<file path="src/rtl/core/lcdx_pkg.sv">
// lcdx_pkg: types and constants shared by the character lcd expander writer
// no dependencies; imported by every module in rtl/core
package lcdx_pkg;

	localparam logic [1:0] OP_CMD    = 2'd0;
	localparam logic [1:0] OP_DATA   = 2'd1;
	localparam logic [1:0] OP_CURSOR = 2'd2;
	localparam logic [1:0] OP_INIT   = 2'd3;

	localparam logic [2:0] REG_BACKLIGHT = 3'd0;
	localparam logic [2:0] REG_PULSE     = 3'd1;
	localparam logic [2:0] REG_DATA_WAIT = 3'd2;
	localparam logic [2:0] REG_SHORT     = 3'd3;
	localparam logic [2:0] REG_LONG      = 3'd4;
	localparam logic [2:0] REG_INIT_NIB  = 3'd5;
	localparam logic [2:0] REG_POWERUP   = 3'd6;

	localparam int WAIT_W = 20;

	localparam logic [WAIT_W-1:0] RST_PULSE     = 20'd1;
	localparam logic [WAIT_W-1:0] RST_DATA_WAIT = 20'd50;
	localparam logic [WAIT_W-1:0] RST_SHORT     = 20'd1000;
	localparam logic [WAIT_W-1:0] RST_LONG      = 20'd20000;
	localparam logic [WAIT_W-1:0] RST_INIT_NIB  = 20'd5000;
	localparam logic [WAIT_W-1:0] RST_POWERUP   = 20'd100000;

	localparam logic [7:0] BASE_ROW0 = 8'h80;
	localparam logic [7:0] BASE_ROW1 = 8'hC0;
	localparam logic [7:0] CMD_CLEAR = 8'h01;
	localparam logic [7:0] CMD_HOME  = 8'h02;

	localparam logic [3:0] NIB_RESET = 4'h3;
	localparam logic [3:0] NIB_4BIT  = 4'h2;

	// run lengths in expander bytes
	localparam int RUN_LEN     = 4;
	localparam int RESET_BYTES = 8;
	localparam int INIT_LEN    = 28;
	localparam int STEP_W      = 5;

	typedef struct packed {
		logic [1:0] opcode;
		logic [7:0] value;
		logic       row;
		logic [5:0] col;
	} req_t;

	typedef struct packed {
		logic [7:0]        expander_byte;
		logic [WAIT_W-1:0] wait_before_us;
		logic [WAIT_W-1:0] wait_after_us;
		logic              last;
	} res_t;

	// classified request handed from front to back
	typedef struct packed {
		logic       is_init;
		logic       sel;
		logic [7:0] byte_val;
	} job_t;

	typedef struct packed {
		logic              backlight_on;
		logic [WAIT_W-1:0] pulse_wait_us;
		logic [WAIT_W-1:0] data_wait_us;
		logic [WAIT_W-1:0] short_cmd_wait_us;
		logic [WAIT_W-1:0] long_cmd_wait_us;
		logic [WAIT_W-1:0] init_nibble_wait_us;
		logic [WAIT_W-1:0] powerup_wait_us;
	} cfg_t;

	// set-up commands sent after the nibble reset
	function automatic logic [7:0] init_cmd(input logic [2:0] idx);
		logic [7:0] c;
		case (idx)
			3'd0: c = 8'h28;
			3'd1: c = 8'h08;
			3'd2: c = 8'h01;
			3'd3: c = 8'h06;
			3'd4: c = 8'h0C;
			default: c = 8'h0C;
		endcase
		return c;
	endfunction

endpackage

</file>
<file path="src/rtl/core/lcdx_front.sv">
// lcdx_front: accepts requests and turns them into jobs for the queue
// depends on lcdx_pkg
module lcdx_front (
	input  logic           req_valid,
	output logic           req_ready,
	input  lcdx_pkg::req_t req,
	input  logic           q_full,
	output logic           q_push,
	output lcdx_pkg::job_t q_job
);
	import lcdx_pkg::*;

	logic [7:0] cursor_byte;

	assign req_ready   = !q_full;
	assign q_push      = req_valid && !q_full;
	assign cursor_byte = (req.row ? BASE_ROW1 : BASE_ROW0) + {2'b00, req.col};

	always_comb begin
		q_job = '0;
		case (req.opcode)
			OP_CMD: begin
				q_job.byte_val = req.value;
			end
			OP_DATA: begin
				q_job.sel      = 1'b1;
				q_job.byte_val = req.value;
			end
			OP_CURSOR: begin
				q_job.byte_val = cursor_byte;
			end
			default: begin
				q_job.is_init = 1'b1;
			end
		endcase
	end

endmodule

</file>
<file path="src/rtl/core/lcdx_queue.sv">
// lcdx_queue: short job fifo between front and back
// depends on lcdx_pkg
module lcdx_queue #(
	parameter int DEPTH = 2
) (
	input  logic           clk,
	input  logic           arst_n,
	input  logic           push,
	input  lcdx_pkg::job_t push_job,
	output logic           full,
	output logic           not_empty,
	input  logic           pop,
	output lcdx_pkg::job_t head
);
	import lcdx_pkg::*;

	localparam int PTR_W = (DEPTH > 1) ? $clog2(DEPTH) : 1;
	localparam int CNT_W = $clog2(DEPTH + 1);

	job_t             slot_q [DEPTH];
	logic [PTR_W-1:0] wr_ptr_q, rd_ptr_q;
	logic [CNT_W-1:0] count_q;

	assign full      = count_q == CNT_W'(DEPTH);
	assign not_empty = count_q != '0;
	assign head      = slot_q[rd_ptr_q];

	always_ff @(posedge clk) begin
		if (push) begin
			slot_q[wr_ptr_q] <= push_job;
		end
	end

	always_ff @(posedge clk or negedge arst_n) begin
		if (!arst_n) begin
			wr_ptr_q <= '0;
			rd_ptr_q <= '0;
			count_q  <= '0;
		end else begin
			if (push) begin
				wr_ptr_q <= (wr_ptr_q == PTR_W'(DEPTH - 1)) ? '0 : wr_ptr_q + 1'b1;
			end
			if (pop) begin
				rd_ptr_q <= (rd_ptr_q == PTR_W'(DEPTH - 1)) ? '0 : rd_ptr_q + 1'b1;
			end
			if (push && !pop) begin
				count_q <= count_q + 1'b1;
			end else if (pop && !push) begin
				count_q <= count_q - 1'b1;
			end
		end
	end

endmodule

</file>
<file path="src/rtl/core/lcdx_back.sv">
// lcdx_back: sequencer that expands one job into its run of expander bytes
// depends on lcdx_pkg; output register feeds the result channel
module lcdx_back (
	input  logic           clk,
	input  logic           arst_n,
	input  lcdx_pkg::cfg_t cfg,
	input  logic           q_not_empty,
	input  lcdx_pkg::job_t q_head,
	output logic           q_pop,
	output logic           res_valid,
	input  logic           res_ready,
	output lcdx_pkg::res_t res
);
	import lcdx_pkg::*;

	typedef enum logic [1:0] {
		ST_IDLE = 2'b01,
		ST_RUN  = 2'b10
	} back_state_t;

	back_state_t       state_q;
	job_t              job_q;
	logic [STEP_W-1:0] step_q;
	logic              out_valid_q;
	res_t              out_q;

	logic              advance;
	logic              in_reset;
	logic [2:0]        cmd_idx;
	logic [7:0]        cur_byte;
	logic              long_cmd;
	logic [3:0]        nibble;
	logic [STEP_W-1:0] final_step;
	logic              is_last;
	logic [WAIT_W-1:0] final_wait;
	res_t              next_res;

	assign q_pop   = (state_q == ST_IDLE) && q_not_empty;
	assign advance = (state_q == ST_RUN) && (!out_valid_q || res_ready);

	assign in_reset   = job_q.is_init && (step_q < STEP_W'(RESET_BYTES));
	assign cmd_idx    = step_q[STEP_W-1:2] - 3'd2;
	assign cur_byte   = job_q.is_init ? init_cmd(cmd_idx) : job_q.byte_val;
	assign long_cmd   = (cur_byte == CMD_CLEAR) || (cur_byte == CMD_HOME);
	assign final_step = job_q.is_init ? STEP_W'(INIT_LEN - 1) : STEP_W'(RUN_LEN - 1);
	assign is_last    = step_q == final_step;
	assign final_wait = job_q.sel ? cfg.data_wait_us :
	                    (long_cmd ? cfg.long_cmd_wait_us : cfg.short_cmd_wait_us);

	always_comb begin
		if (in_reset) begin
			nibble = (step_q[2:1] == 2'b11) ? NIB_4BIT : NIB_RESET;
		end else begin
			nibble = step_q[1] ? cur_byte[3:0] : cur_byte[7:4];
		end
		next_res.expander_byte  = {nibble, cfg.backlight_on, !step_q[0], 1'b0, job_q.sel};
		next_res.wait_before_us = (job_q.is_init && step_q == '0) ? cfg.powerup_wait_us : '0;
		// enable-high byte waits the pulse, enable-low byte closes the nibble
		if (!step_q[0]) begin
			next_res.wait_after_us = cfg.pulse_wait_us;
		end else if (in_reset) begin
			next_res.wait_after_us = cfg.init_nibble_wait_us;
		end else if (!step_q[1]) begin
			next_res.wait_after_us = '0;
		end else begin
			next_res.wait_after_us = final_wait;
		end
		next_res.last = is_last;
	end

	always_ff @(posedge clk) begin
		if (q_pop) begin
			job_q <= q_head;
		end
		if (advance) begin
			out_q <= next_res;
		end
	end

	always_ff @(posedge clk or negedge arst_n) begin
		if (!arst_n) begin
			state_q     <= ST_IDLE;
			step_q      <= '0;
			out_valid_q <= 1'b0;
		end else begin
			case (state_q)
				ST_IDLE: begin
					if (q_not_empty) begin
						state_q <= ST_RUN;
					end
				end
				ST_RUN: begin
					if (advance) begin
						if (is_last) begin
							state_q <= ST_IDLE;
							step_q  <= '0;
						end else begin
							step_q <= step_q + 1'b1;
						end
					end
				end
				default: begin
					state_q <= ST_IDLE;
				end
			endcase
			if (advance) begin
				out_valid_q <= 1'b1;
			end else if (res_ready) begin
				out_valid_q <= 1'b0;
			end
		end
	end

	assign res_valid = out_valid_q;
	assign res       = out_q;

	a_step_range: assert property (@(posedge clk) disable iff (!arst_n)
		step_q < STEP_W'(INIT_LEN))
		else $error("step counter past end of run");

	a_idle_step: assert property (@(posedge clk) disable iff (!arst_n)
		(state_q == ST_IDLE) |-> (step_q == '0))
		else $error("step counter not cleared while idle");

	a_last_ends: assert property (@(posedge clk) disable iff (!arst_n)
		(advance && is_last) |=> (state_q == ST_IDLE && out_valid_q && out_q.last))
		else $error("run did not end on its last byte");

	a_pop_idle: assert property (@(posedge clk) disable iff (!arst_n)
		q_pop |=> (state_q == ST_RUN))
		else $error("job popped without starting a run");

endmodule

</file>
<file path="src/rtl/core/char_lcd_nibble_expander_writer.sv">
// char_lcd_nibble_expander_writer: top level with register file and handshakes
// depends on lcdx_pkg, lcdx_front, lcdx_queue, lcdx_back
// flow: an accepted request is written into the job queue, the sequencer loads it while idle,
// then its bytes pass the output register, one byte per cycle within a run while res_ready holds
// a command, data or cursor request expands to 4 bytes, an init to 28; each job load takes the
// idle state of the byte sequencer, and the job queue lets the next requests enter meanwhile
// reset: asynchronous, clears queue, sequencer and output valid; registers take their defaults
module char_lcd_nibble_expander_writer #(
	parameter int QUEUE_DEPTH = 2
) (
	input  logic           clk,
	input  logic           arst_n,
	input  logic           req_valid,
	output logic           req_ready,
	input  lcdx_pkg::req_t req,
	output logic           res_valid,
	input  logic           res_ready,
	output lcdx_pkg::res_t res,
	input  logic           psel,
	input  logic           penable,
	input  logic           pwrite,
	input  logic [4:0]     paddr,
	input  logic [31:0]    pwdata,
	output logic [31:0]    prdata,
	output logic           pready
);
	import lcdx_pkg::*;

	cfg_t       cfg_q;
	logic       cfg_we;
	logic [2:0] reg_idx;

	logic q_full, q_push, q_not_empty, q_pop;
	job_t q_job, q_head;

	assign pready  = 1'b1;
	assign cfg_we  = psel && penable && pwrite;
	assign reg_idx = paddr[4:2];

	always_ff @(posedge clk or negedge arst_n) begin
		if (!arst_n) begin
			cfg_q.backlight_on        <= 1'b1;
			cfg_q.pulse_wait_us       <= RST_PULSE;
			cfg_q.data_wait_us        <= RST_DATA_WAIT;
			cfg_q.short_cmd_wait_us   <= RST_SHORT;
			cfg_q.long_cmd_wait_us    <= RST_LONG;
			cfg_q.init_nibble_wait_us <= RST_INIT_NIB;
			cfg_q.powerup_wait_us     <= RST_POWERUP;
		end else if (cfg_we) begin
			case (reg_idx)
				REG_BACKLIGHT: cfg_q.backlight_on        <= pwdata[0];
				REG_PULSE:     cfg_q.pulse_wait_us       <= pwdata[WAIT_W-1:0];
				REG_DATA_WAIT: cfg_q.data_wait_us        <= pwdata[WAIT_W-1:0];
				REG_SHORT:     cfg_q.short_cmd_wait_us   <= pwdata[WAIT_W-1:0];
				REG_LONG:      cfg_q.long_cmd_wait_us    <= pwdata[WAIT_W-1:0];
				REG_INIT_NIB:  cfg_q.init_nibble_wait_us <= pwdata[WAIT_W-1:0];
				REG_POWERUP:   cfg_q.powerup_wait_us     <= pwdata[WAIT_W-1:0];
				default: begin
				end
			endcase
		end
	end

	always_comb begin
		case (reg_idx)
			REG_BACKLIGHT: prdata = {31'd0, cfg_q.backlight_on};
			REG_PULSE:     prdata = {12'd0, cfg_q.pulse_wait_us};
			REG_DATA_WAIT: prdata = {12'd0, cfg_q.data_wait_us};
			REG_SHORT:     prdata = {12'd0, cfg_q.short_cmd_wait_us};
			REG_LONG:      prdata = {12'd0, cfg_q.long_cmd_wait_us};
			REG_INIT_NIB:  prdata = {12'd0, cfg_q.init_nibble_wait_us};
			REG_POWERUP:   prdata = {12'd0, cfg_q.powerup_wait_us};
			default:       prdata = '0;
		endcase
	end

	lcdx_front u_front (
		.req_valid (req_valid),
		.req_ready (req_ready),
		.req       (req),
		.q_full    (q_full),
		.q_push    (q_push),
		.q_job     (q_job)
	);

	lcdx_queue #(
		.DEPTH (QUEUE_DEPTH)
	) u_queue (
		.clk       (clk),
		.arst_n    (arst_n),
		.push      (q_push),
		.push_job  (q_job),
		.full      (q_full),
		.not_empty (q_not_empty),
		.pop       (q_pop),
		.head      (q_head)
	);

	lcdx_back u_back (
		.clk         (clk),
		.arst_n      (arst_n),
		.cfg         (cfg_q),
		.q_not_empty (q_not_empty),
		.q_head      (q_head),
		.q_pop       (q_pop),
		.res_valid   (res_valid),
		.res_ready   (res_ready),
		.res         (res)
	);

endmodule

</file>
<file path="config.mk">
export PLATFORM = sky130hd
export DESIGN_NAME = char_lcd_nibble_expander_writer
export DESIGN_NICKNAME = d
export VERILOG_FILES = /design/src/rtl/core/lcdx_pkg.sv /design/src/rtl/core/lcdx_front.sv /design/src/rtl/core/lcdx_queue.sv /design/src/rtl/core/lcdx_back.sv /design/src/rtl/core/char_lcd_nibble_expander_writer.sv
export SDC_FILE = /design/constraint.sdc
export NUM_CORES = 1
export LEC_CHECK = 0
export ABC_AREA = 1
export BUFFER_PORTS_ARGS = -buffer_cell sky130_fd_sc_hd__buf_2
export CORE_UTILIZATION = 50
export CTS_CLUSTER_SIZE = 40
export DETAILED_ROUTE_END_ITERATION = 8
export GPL_TIMING_DRIVEN = 0
export PLACE_DENSITY = 0.74
export SETUP_SLACK_MARGIN = 0.5
export SLEW_MARGIN = 20
export SYNTH_ARGS = -nofsm -noshare
export SYNTH_HDL_FRONTEND = slang
export SYNTH_SLANG_ARGS = --single-unit
</file>
<file path="constraint.sdc">
create_clock -name clk -period 3.7 [get_ports clk]
set_clock_uncertainty 0.15 [all_clocks]
set_input_delay 0.37 -clock clk [delete_from_list [all_inputs] [get_ports clk]]
set_output_delay 0.37 -clock clk [all_outputs]
set_load 0.01 [all_outputs]
</file>
==> results of run 1 <==
[stage by stage]
step / worst slack (ns) / cell area, µm²
2_1_floorplan: 0.857 / 10100
3_3_place_gp: 0.0191 / 11000
3_5_place_dp: 0.928 / 11000
4_1_cts: 0.929 / 12000
5_1_grt: 0.826 / 12000
6_report: 0.749 / 12000
[power breakdown]
part           leakage, nW  internal, W  switching [W]  total [W]
registers             2.31      0.00321       0.000326    0.00354
logic                 2.82     0.000959        0.00198    0.00294
clock network        0.363      0.00136       0.000938    0.00230
[registers in the layout (all words and copies together) (netlist names)]
| name | count |
|---|---|
| u_back.res_valid | 1 |
| u_queue.slot_q | 20 |
| u_back.step_q | 5 |
| cfg_q | 121 |
| u_queue.count_q | 2 |
| u_back.state_q | 2 |
| u_back.job_q | 10 |
| u_queue.wr_ptr_q | 1 |
| u_queue.rd_ptr_q | 1 |
| u_back.res | 48 |
[logic make-up (layout without fill, tap and decap cells)]
logic type / count (synthesis) / after routing
compound gates: 250 / 250
xor+xnor: 4 / 4
fa+ha+maj: 5 / 5
buf+inv: 219 / 394
flops: 211 / 211
other cells: 2 / 14
simple gates: 433 / 433
[synth_stat cells (all sizes together) (5+ instances only)]
library cell	instances	area share, %
o2111ai	13	1.1
nand2	245	9.3
ha	5	0.63
nor2	115	4.3
edfxtp	78	23
o22ai	7	0.44
inv	142	5.4
clkbuf	37	1.4
o21ai	176	8.8
a21oi	30	2.3
nand3	64	3.3
a221oi	20	1.8
dfrtp	105	26
dfstp	28	7.4
buf	39	2.7
[per-layer routing]
metal / wire length (µm) / GRT usage, %
met3: 3210 / 5.43
met1: 11400 / 39.4
met2: 13800 / 47.6
met4: 1210 / 12.5
met5: 0 / 0
[worst paths after layout]
| check | from | to | slack [ns] | depth (start not counted) |
|---|---|---|---|---|
| worst max-delay path | paddr[4] | prdata[19] | 0.75 | 8 |
| worst min-delay path | pwdata[12] | cfg_q[32] | 0.002 | 3 |
| worst max register to register | u_back.step_q[4] | u_back.res[20] | 1.32 | 10 |
| worst min register to register | cfg_q[100] | cfg_q[100] | 0.34 | 2 |
| max in group asynchronous | arst_n | cfg_q[81] | 2.39 | 3 |
| min in group asynchronous | arst_n | cfg_q[13] | 0.16 | 2 |
[layout make-up]
| class | count | share of cell area [%] |
|---|---|---|
| Tap cell | 265 | 2.77 |
| Sequential cell | 211 | 47.7 |
| Inverter | 143 | 4.52 |
| Multi-Input combinational cell | 706 | 28.4 |
| Clock buffer | 27 | 5.02 |
| Buffer | 76 | 3.45 |
| Timing Repair Buffer | 135 | 6.89 |
| Clock inverter | 13 | 1.17 |
[worst max-delay path, cell delays in order]
cell and delay (ns):
buf_2 0.14, inv_1 0.17, nand3_1 0.26, inv_2 0.28
buf_1 0.67, nand2_1 0.10, o2111ai_1 0.22, buf_2 0.21
==> reports/qor.yml, run 1 <==
worst_setup_path:
  cp.required_ns: 3.18
  path_class: "input pin to output pin"
  crit_path_end_kind: "output pin"
  cp-start-kind: "input pin"
  worstPathArrival_ns: 2.43
  path_max_fanout: 10
routing:
  drc: 0
  drt_wl_total_mm: 29.6
  route.vias.total: 8718
  drtIter0Drc: 860
  viasPerCell: 5.53
  wire_per_inst_um: 18.8
  ant_nets: 0
  drtPass1Iterations: 5
logic_synthesis:
  synthXorXnorAreaFrac_pct: 0.350
  synth_top_family_by_area: "simple AND/OR/NAND/NOR gates"
  async_flop_share_pct: 63.0
  seq_area_frac_synth_pct: 57.0
  synth_mux_area_share_pct: 0
  synth-adder-area-share_pct: 0.625
  avgSynthCellArea_um2: 8.90
  ys_seq_elements: 211
  synth-main-ff-cell: "dfrtp_1"
  synth_cell_type_count: 40
  synth_cells: 1124
  synth-compound-area-share_pct: 14.8
  synth-edff-count: 78
  synth_area_um2: 10000
  synthSimpleGateAreaFrac_pct: 17.6
  ys_warn_count: 0
timing:
  finalCriticalPeriod_ns: 2.95
  slew_violations: 0
  final-setup-viol-count: 0
  fmax_ghz: 0.339
  slew_headroom_pct: 39.5
  timing.final.crit_share_pct: 79.8
  hold_viol_final: 0
  finalSetupTns_ns: 0
  worst_hold_slack_ns: 0.00234
  grt_setup_unrepaired: "no"
  tightest_slew_ns: 0.904
finish:
  area_growth_pct: 19.4
  nNetsFinal: 1361
  final_cell_mix: "nand2_1, o21ai_0, inv_1, buf_2, nor2_1"
  final_common_cell: "nand2_1"
  fin_cells: 1576
  post-route-util_pct: 61.2
  regArea_um2: 5710
  multi_input_area_um2: 3400
  num-fill-cells: 1668
  drive_gt1_share_pct: 19.5
  num_antenna_cells: 0
global_route:
  first_global_vias: 8284
  antenna_found_initial: 0
  grt_pass1_wl_mm: 45.3
  track_usage_pct: 29.6
  globalRouteOverflowTotal: 0
  grt_max_degree: 93
hold_path:
  hp-class: "input pin to flop"
placement:
  dp_cells: 1519
  gp_congestion: 0.935
  dp_hpwl_mm: 19.8
  port_buffers: 115
status:
  status: "finished, final reports clean"
cts:
  cts-root-buf: "clkbuf_16"
  cts_sinks: 211
  clockBufferDepth: 3
  post_cts_resized: 0
  worstSkewPairLatency_ns: 0.51
  postCtsSetupBuffers: 0
  hold_buffers: 17
  path_clk_slew_ns: 0.06
  cts_tree: "built"
  h-tree-depth: 1
  numCtsBuffers: 22
floorplan:
  rows: 51
  die_area_um2: 20600
  die_x_um: 143
  core_area_um2: 19500
  start_util_pct: 51.2
  io_pins: 145
  chipHeight_um: 143
power:
  p_total_w: 0.00878
  ir_drop_v: 0.000607
  p_leak_nw: 5.49
  power.density_nw_per_um2: 734
flow_run:
  drv_cap: 0
Note: power is estimated with default switching activity, not from simulation.
==> run 2: changes to the inputs <==
==> constraint.sdc (replaced) <==
create_clock -name clk -period 3.09 [get_ports clk]
set_clock_uncertainty 0.15 [all_clocks]
set_input_delay 0.309 -clock clk [delete_from_list [all_inputs] [get_ports clk]]
set_output_delay 0.309 -clock clk [all_outputs]
set_load 0.01 [all_outputs]
==> run 2 against run 1 <==
Effect of this change: largest power group unchanged; flip-flop and latch count unchanged; routed wire length decreased by 0.20%; combinational power increased by 21%; critical endpoint unchanged; die area unchanged.
==> reports/qor.yml, run 2 (same netlist as run 1, synthesis figures left out) <==
finish:
  final_cell_mix: "nand2_1, o21ai_0, inv_1, buf_2, nor2_1"  # unchanged
  drive_gt1_share_pct: 19.5  # about the same
  final_common_cell: "nand2_1"  # unchanged
  num_antenna_cells: 0  # unchanged
  largest-register: "cfg_q"  # unchanged
  area_growth_pct: 21.5  # was 19.4%
  num-fill-cells: 1623  # was 1,668
  largest_reg_flops: 121  # unchanged
  post-route-util_pct: 62.3  # was 61.2%
  nNetsFinal: 1375  # was 1,361
timing:
  slew_violations: 0  # unchanged
  finalSetupTns_ns: 0  # unchanged
  grt_setup_unrepaired: "no"  # unchanged
  tightest_slew_ns: 0.884  # was 0.904 ns
  final-setup-viol-count: 0  # unchanged
  hold_viol_final: 0  # unchanged
  slew_headroom_pct: 40.8  # was 39.5%
  timing.final.crit_share_pct: 81.1
  finalCriticalPeriod_ns: 2.51
  fmax_ghz: 0.399
global_route:
  first_global_vias: 8430  # was 8,284
  grtUsageMet2_pct: 47.3  # was 47.6%
  antenna_found_initial: 0  # unchanged
  gr-usage-met1_pct: 38.2  # was 39.4%
  grt_use_met3_pct: 6.20  # was 5.43%
  busiest_layer: "met2"  # unchanged
  globalRouteOverflowTotal: 0  # unchanged
  grt_pass1_wl_mm: 45.4  # was 45.3 mm
  track_usage_pct: 29.6  # about the same
  grt_max_degree: 79  # was 93
floorplan:
  rows: 51  # unchanged
  die_area_um2: 20600  # unchanged
  core_area_um2: 19500  # unchanged
  die_x_um: 143  # unchanged
  io_pins: 145  # unchanged
  start_util_pct: 51.2  # unchanged
  chipHeight_um: 143  # unchanged
worst_setup_path:
  worstPathArrival_ns: 2.05  # was 2.43 ns
  cp-start-kind: "input pin"  # unchanged
  crit_path_end_kind: "output pin"  # unchanged
  reg2reg_to: "u_back.res[20]"  # unchanged
  path_max_fanout: 10  # unchanged
  rr_startpoint: "u_back.step_q[4]"  # unchanged
  crit_end: "prdata[19]"  # unchanged
  cp.required_ns: 2.63  # was 3.18 ns
  startpoint: "paddr[4]"  # unchanged
  rr_worst_depth: 10  # unchanged
  path_class: "input pin to output pin"  # unchanged
  rrSetupSlack_ns: 0.72  # was 1.32 ns
cts:
  path_clk_slew_ns: 0.06  # about the same
  cts_tree: "built"  # unchanged
  cts_sinks: 211  # unchanged
  clockBufferDepth: 3  # unchanged
  worstSkewPairLatency_ns: 0.51  # about the same
  numCtsBuffers: 23  # was 22
  h-tree-depth: 1  # unchanged
  postCtsSetupBuffers: 0  # unchanged
  cts-root-buf: "clkbuf_16"  # unchanged
routing:
  drc: 0  # unchanged
  viasPerCell: 5.54  # was 5.53
  drtPass1Iterations: 6  # was 5
  drt_wl_total_mm: 29.5  # was 29.6 mm
  drtIter0Drc: 760  # was 860
  ant_nets: 0  # unchanged
  route.vias.total: 8808  # was 8,718
  wire_per_inst_um: 18.6  # was 18.8 µm
power:
  internal-power_w: 0.00682  # was 0.00553 W
  seqPwrFrac_pct: 39.4  # was 40.3%
  ir_drop_v: 0.000703  # was 0.000607 V
  p_sw_w: 0.00391  # was 0.00324 W
  clock_power_share_pct: 27.5  # was 26.2%
  power.density_nw_per_um2: 883  # was 734 nW/µm²
  combPwrFrac_pct: 33.1  # was 33.5%
  switching_share_pct: 36.5  # was 37.0%
  p_leak_nw: 5.58  # was 5.49 nW
flow_run:
  drv_cap: 0  # unchanged
placement:
  port_buffers: 115  # unchanged
  dp_hpwl_mm: 19.8  # about the same
  gp_congestion: 0.951  # was 0.935
status:
  status: "finished, final reports clean"  # unchanged
hold_path:
  hp-class: "input pin to flop"  # unchanged
## run 2: cell types whose count changed in the layout (fill, tap and decap cells not counted), sizes merged
cell and change:
bufinv +2, clkinv -1, dlygate4sd3 +13, inv +1
## run 2: cell type report
class / instances / area (µm²) / share of cell area [%]
multi-input cells: 706 / 3400 / 27.9
plain buffers: 76 / 415 / 3.42
flip-flops and latches: 211 / 5710 / 46.9
clock buffers: 27 / 601 / 4.94
repair buffers: 148 / 953 / 7.84
clock inverters: 15 / 214 / 1.76
inverters: 143 / 541 / 4.45
well taps: 265 / 332 / 2.73
## run 2: worst max-delay path: stages
cell,delay (ns)
buf_2,0.14
inv_1,0.18
nand3_1,0.09
inv_1,0.10
clkbuf_1,0.57
a221oi_1,0.23
o2111ai_1,0.21
buf_2,0.20
## run 2: how the worst min path moves through the flow
stage                    from              endpoint  depth (start not counted)
floorplan              arst_n              cfg_q[0]                          0
global placement    cfg_q[86]             cfg_q[86]                          2
detailed placement     arst_n             cfg_q[13]                          1
CTS                    req[9]  u_queue.slot_q[1][2]                          3
global route          req[11]  u_queue.slot_q[1][4]                          3
finish              req_valid      u_queue.wr_ptr_q                          5
## run 2: metal layers
layer / part of all wire (%) / vias to the layer above / routed length (µm)
li1: - / 4038 / -
met1: 39 / 4117 / 11400
met2: 46 / 541 / 13600
met3: 10 / 112 / 3050
met4: 4.7 / 0 / 1400
met5: 0 / - / 0
## run 2: power by group through the flow
stage | Sequential [W] | Clock [W] | Combinational, W
floorplan | 0.00425 | 0 | 0.00223
detailed placement | 0.00426 | 0 | 0.00343
global route | 0.00430 | 0.00307 | 0.00387
global placement | 0.00425 | 0 | 0.00331
CTS | 0.00422 | 0.00297 | 0.00348
finish | 0.00423 | 0.00295 | 0.00355
## run 2: per-stage QoR
step	area (µm²)	total power, W	cells	hold WS [ns]	worst slack, ns
6_report	12200	0.0107	1591	0.0347	0.584
5_1_grt	12200	0.0112	1591	0.0487	0.582
4_1_cts	12200	0.0107	1591	0.0170	0.541
3_5_place_dp	11000	0.00769	1519	0.114	0.442
3_3_place_gp	11000	0.00756	1516	0.321	-0.295
2_1_floorplan	10100	0.00648	1136	-0.137	0.831
## run 2: timing repair
item,CTS,global route
setup endpoints to repair,5,3
hold endpoints to repair,157,0
hold buffers,30,0
resized for setup,1,3
